[src/sv/poptrie_pkg.sv]
// ----------------------------------------------------------------------------
// poptrie_pkg
// Shared types, request codes and helpers for the poptrie IPv4 route lookup.
// ----------------------------------------------------------------------------
package poptrie_pkg;

  localparam int ADDR_BITS  = 32;
  localparam int CHUNK_BITS = 6;
  localparam int POS_W      = 6;

  localparam logic [30:0] NO_ROUTE_DIRECT = 31'h7FFF_FFFF;
  localparam logic [31:0] NO_ROUTE_LEAF   = 32'hFFFF_FFFF;

  typedef enum logic [1:0] {
    CMD_LOOKUP    = 2'd0,
    CMD_WR_DIRECT = 2'd1,
    CMD_WR_NODE   = 2'd2,
    CMD_WR_LEAF   = 2'd3
  } op_t;

  typedef enum logic [1:0] {
    RES_DIRECT,
    RES_LEAF,
    RES_MISS
  } res_src_t;

  typedef struct packed {
    logic [63:0] child_vec;
    logic [63:0] leaf_vec;
    logic [15:0] node_base;
    logic [15:0] leaf_base;
  } node_entry_t;

  // controller -> datapath
  typedef struct packed {
    logic     wr;        // table write for the accepted request
    logic     dir_rd;    // read direct entry, load walk state
    logic     ld_node;   // first node index from the direct entry
    logic     node_rd;   // read node entry
    logic     step;      // descend to the child node
    logic     ld_leaf;   // latch leaf index
    logic     leaf_rd;   // read leaf entry
    logic     ld_res;    // latch result
    res_src_t res_src;
    logic     ld_out;    // move result into the output register
  } dp_cmd_t;

  // datapath -> controller
  typedef struct packed {
    logic dir_node;   // direct entry points at a node
    logic child;      // chunk bit set in the child vector
    logic walk_end;   // no address bits left after this chunk
    logic off_zero;   // masked leaf-vector popcount is zero
  } dp_sts_t;

  // 64-bit popcount: balanced adder tree over bit pairs
  function automatic logic [6:0] popcount64(input logic [63:0] v);
    logic [1:0] s2 [32];
    logic [2:0] s3 [16];
    logic [3:0] s4 [8];
    logic [4:0] s5 [4];
    logic [5:0] s6 [2];
    for (int i = 0; i < 32; i++) begin
      s2[i] = {1'b0, v[2*i]} + {1'b0, v[2*i+1]};
    end
    for (int i = 0; i < 16; i++) begin
      s3[i] = {1'b0, s2[2*i]} + {1'b0, s2[2*i+1]};
    end
    for (int i = 0; i < 8; i++) begin
      s4[i] = {1'b0, s3[2*i]} + {1'b0, s3[2*i+1]};
    end
    for (int i = 0; i < 4; i++) begin
      s5[i] = {1'b0, s4[2*i]} + {1'b0, s4[2*i+1]};
    end
    for (int i = 0; i < 2; i++) begin
      s6[i] = {1'b0, s5[2*i]} + {1'b0, s5[2*i+1]};
    end
    return {1'b0, s6[0]} + {1'b0, s6[1]};
  endfunction

endpackage

[src/sv/poptrie_ctrl.sv]
// ----------------------------------------------------------------------------
// poptrie_ctrl
// Lookup sequencer: direct read, node walk, leaf read, result hand-off.
// ----------------------------------------------------------------------------
module poptrie_ctrl (
  input  logic                 clk,
  input  logic                 rst,
  input  logic                 req_valid,
  input  logic [1:0]           req_cmd,
  output logic                 req_ready,
  output logic                 rsp_valid,
  input  logic                 rsp_ready,
  output poptrie_pkg::dp_cmd_t cmd,
  input  poptrie_pkg::dp_sts_t sts
);

  typedef enum logic [2:0] {
    S_IDLE,
    S_DIRECT,
    S_NODE_RD,
    S_NODE,
    S_LEAF_RD,
    S_LEAF,
    S_RESULT
  } state_t;

  state_t state;
  state_t state_next;
  logic   rsp_valid_next;

  assign req_ready = (state == S_IDLE);

  always_comb begin
    cmd        = '0;
    cmd.res_src = poptrie_pkg::RES_MISS;
    state_next = state;
    case (state)
      S_IDLE: begin
        if (req_valid) begin
          if (req_cmd == poptrie_pkg::CMD_LOOKUP) begin
            cmd.dir_rd = 1'b1;
            state_next = S_DIRECT;
          end else begin
            cmd.wr = 1'b1;
          end
        end
      end
      S_DIRECT: begin
        if (sts.dir_node) begin
          cmd.ld_node = 1'b1;
          state_next  = S_NODE_RD;
        end else begin
          cmd.ld_res  = 1'b1;
          cmd.res_src = poptrie_pkg::RES_DIRECT;
          state_next  = S_RESULT;
        end
      end
      S_NODE_RD: begin
        cmd.node_rd = 1'b1;
        state_next  = S_NODE;
      end
      S_NODE: begin
        if (sts.child) begin
          if (sts.walk_end) begin
            cmd.ld_res = 1'b1;
            state_next = S_RESULT;
          end else begin
            cmd.step   = 1'b1;
            state_next = S_NODE_RD;
          end
        end else if (sts.off_zero) begin
          cmd.ld_res = 1'b1;
          state_next = S_RESULT;
        end else begin
          cmd.ld_leaf = 1'b1;
          state_next  = S_LEAF_RD;
        end
      end
      S_LEAF_RD: begin
        cmd.leaf_rd = 1'b1;
        state_next  = S_LEAF;
      end
      S_LEAF: begin
        cmd.ld_res  = 1'b1;
        cmd.res_src = poptrie_pkg::RES_LEAF;
        state_next  = S_RESULT;
      end
      S_RESULT: begin
        if (!rsp_valid || rsp_ready) begin
          cmd.ld_out = 1'b1;
          state_next = S_IDLE;
        end
      end
      default: state_next = S_IDLE;
    endcase
  end

  assign rsp_valid_next = cmd.ld_out | (rsp_valid & ~rsp_ready);

  always_ff @(posedge clk) begin
    if (rst) begin
      state     <= S_IDLE;
      rsp_valid <= 1'b0;
    end else begin
      state     <= state_next;
      rsp_valid <= rsp_valid_next;
    end
  end

endmodule

[config.mk]
export PLATFORM = sky130hd
export DESIGN_NAME = poptrie_ctrl
export DESIGN_NICKNAME = d
export VERILOG_FILES = /design/src/sv/poptrie_pkg.sv /design/src/sv/poptrie_ctrl.sv
export SDC_FILE = /design/constraint.sdc
export NUM_CORES = 1
export LEC_CHECK = 0
export ABC_AREA = 1
export BUFFER_PORTS_ARGS = -buffer_cell sky130_fd_sc_hd__buf_2
export CAP_MARGIN = 20
export CORE_AREA = 2 2 39 41
export CTS_CLUSTER_DIAMETER = 120
export DETAILED_ROUTE_END_ITERATION = 10
export DIE_AREA = 0 0 41 43
export GPL_ROUTABILITY_DRIVEN = 0
export PLACE_DENSITY_LB_ADDON = 0.15
export SLEW_MARGIN = 20
export SYNTH_ARGS = -nofsm -noshare
export SYNTH_HDL_FRONTEND = slang
export SYNTH_SLANG_ARGS = --single-unit
[constraint.sdc]
create_clock -name clk -period 0.99 [get_ports clk]
set_input_delay 0.1485 -clock clk [delete_from_list [all_inputs] [get_ports clk]]
set_output_delay 0.1485 -clock clk [all_outputs]
set_load 0.05 [all_outputs]
==> impl_metrics.toml <==
[setup_path]
path_max_fanout = 4
worst-r2r-cell-count = 8
reg2reg_from = "state[2]"
crit_family = "flip-flops"
cp_num_cells = 5
crit_path_top_delay_cell = "dfxtp_4"
start_kind = "register"
crit_required_ps = 840
r2r_slack_ps = -140
crit_type = "reg2out"
cpPeakStageDelay_ps = 370
reg2reg_to = "state[2]"
path_cells = "inv_4 -> nor2_4 -> inv_2 -> nor3_4 -> buf_6"
cp_num_buf_inv = 3
worst_setup_path_end_kind = "output pin"
worstPathArrival_ps = 1170

[layout]
final_common_cell = "buf_4"
layout-drive-gt1-share = 0.7692
nFillCells = 113
final_cell_count_no_fill = 120
final_cell_mix = "buf_4, buf_6, buf_2, nor2_4, inv_1"
antenna_cells = 0
area_delta_synth_final_pct = 207.1
final_util = 0.6664
regArea_um2 = 95.09
final_nets = 115
multi_input_area_um2 = 334.1

[logic_synthesis]
yosys_warnings = 0
postSynthAreaPerCell_um2 = 5.268
netlist_instances = 57
synth_nets = 67
synth_top_family_by_area = "simple AND/OR/NAND/NOR gates"
synth-xor-area-share = 0
synth_compound_area_frac = 0.05000
ys_ff_latch = 4
synthAdderAreaFrac = 0
synth_cell_types = 9
syn_area_um2 = 300.3
synth-seq-area-share = 0.2667
synth_simple_gate_area_share = 0.5208
synthMuxAreaShare = 0

[route]
antenna_left = 0
vias = 507
viasPerCell = 4.225
drtIter0Drc = 1
wl_per_cell_um = 9.933
drc = 0
firstDrtPassIters = 2
drt_wl_total_um = 1192

[cts]
cts_tree = "yes"
cts_sinks = 4
cts_made_buffers = 3
cts-root-buf = "clkbuf_4"
clkLatencyLatePin_ps = 230
htree_levels = 1
cts_max_path_buffers = 2
clk_pin_slew_ps = 40

[sta]
finalHoldViolCount = 0
max_freq_ghz = 0.7560
period_share = 1.336
max_slew_margin = 0.8359
maxSlewViolCount = 0
layout_setup_ws_ps = -332.8
finalSetupViolCount = 16
finalClockSkew_ps = 2.339
min_period_ps = 1323
whs_ps = 87.81
worst_slew_pin_slew_ps = 245.8
fin_tns_setup_ps = -3973
rsz0062_at_grt = "true"

[pwr]
powerDensity_mw_per_mm2 = 2483
power.share.clock = 0.096
p_sw_frac = 0.4814
p_seq_frac = 0.125
p_sw_mw = 1.102
p_int_mw = 1.187
p_leak_nw = 0.4421
combPwrFrac = 0.779
ir_worst_vdd_mv = 1.278

[grt]
antenna_found_initial = 0
grt_max_degree = 5
grt_pass1_wl_um = 1794
grt_usage = 0.1494
grt_pass1_vias = 478
globalRoute.totalOverflow = 0

[hold_path]
hold_class = "in2reg"
min_to = "state[0]"
min_from = "rst"
hold_path_depth = 2

[die]
coreArea_mm2 = 0.001384
die_w_um = 41
io_pins = 23
rows = 14
initial_utilization = 0.2170
die_y_um = 43
die_area_mm2 = 0.001763

[flow_run]
max_cap_violations = 0

[run_status]
outcome = "finished, violations left"
violations = "setup timing"

[placed_design]
numPortBuffers = 22
dp_hpwl_um = 761.4
dp_slack_ps = -266.0
dpl.cell_count = 110
==> per-stage QoR <==
stage          cell area (um^2)  power, mW
2_1_floorplan             411.6      1.077
3_3_place_gp              666.9      1.486
3_5_place_dp              666.9      1.494
4_1_cts                   874.6      2.182
5_1_grt                   922.1      2.421
6_report                  922.1      2.289
==> sequential cells by signal, summed over array words and instances, names as in the netlist <==
signal     cells
state          3
rsp_valid      1
==> worst max-delay path by stage <==
| stage | from | slack, ps | end |
|---|---|---|---|
| CTS | state[0] | -330 | cmd[8] |
| finish | state[0] | -330 | cmd[8] |
| detailed placement | state[1] | -270 | cmd[5] |
| floorplan | state[0] | -370 | cmd[10] |
| global placement | state[1] | -240 | cmd[6] |
| global route | state[0] | -390 | cmd[8] |
==> layer usage <==
layer	track usage	vias to the layer above	wire length, um
li1	-	269	-
met1	0.1667	229	449
met2	0.2375	9	717
met3	0.04712	0	25
met4	0.08000	0	0
met5	0	-	0
==> logic make-up after synthesis <==
| logic type | Yosys count |
|---|---|
| AOI/OAI and AO/OA | 3 |
| buffers and inverters | 13 |
| and+or+nand+nor | 37 |
| DFF | 4 |
==> timing repair <==
action / in CTS / in global routing
endpoints found under the hold margin: 0 / 0
pin swaps: 8 / 7
hold buffers: 0 / 0
setup endpoints to repair: 15 / 16
setup buffers: 5 / 4
gates resized for setup: 44 / 11
==> worst register-to-register path, cell delays in order, from the launching register on <==
cell     delay, ps
dfxtp_4        360
buf_12         130
nor2_4         130
buf_4          140
buf_6           90
nand2_4         40
nand2_1         50
nor2_1          40
nor2_1          80
==> cells in the mapped netlist <==
master   count  share of area
dfxtp_1      4           0.27
inv_1       13           0.16
nand2_1     10           0.13
nand2_2      2          0.042
nand3_1      5          0.083
nor2_1      16           0.20
nor2_2       1          0.021
nor3_1       3          0.050
o21ai_0      3          0.050
==> power by group through the flow <==
stage	registers [mW]	clock network [mW]	logic [mW]
2_1_floorplan	0.293	0	0.784
3_3_place_gp	0.263	0	1.22
3_5_place_dp	0.264	0	1.23
4_1_cts	0.284	0.235	1.66
5_1_grt	0.293	0.243	1.88
6_report	0.286	0.219	1.78
==> final cells by class <==
class | count | share of cell area
timing repair buffer | 43 | 0.4220
multi-input combinational | 40 | 0.3623
sequential | 4 | 0.1031
inverter | 13 | 0.06242
clock buffer | 4 | 0.02849
tap | 16 | 0.02171
(Power assumes the default switching activity.)
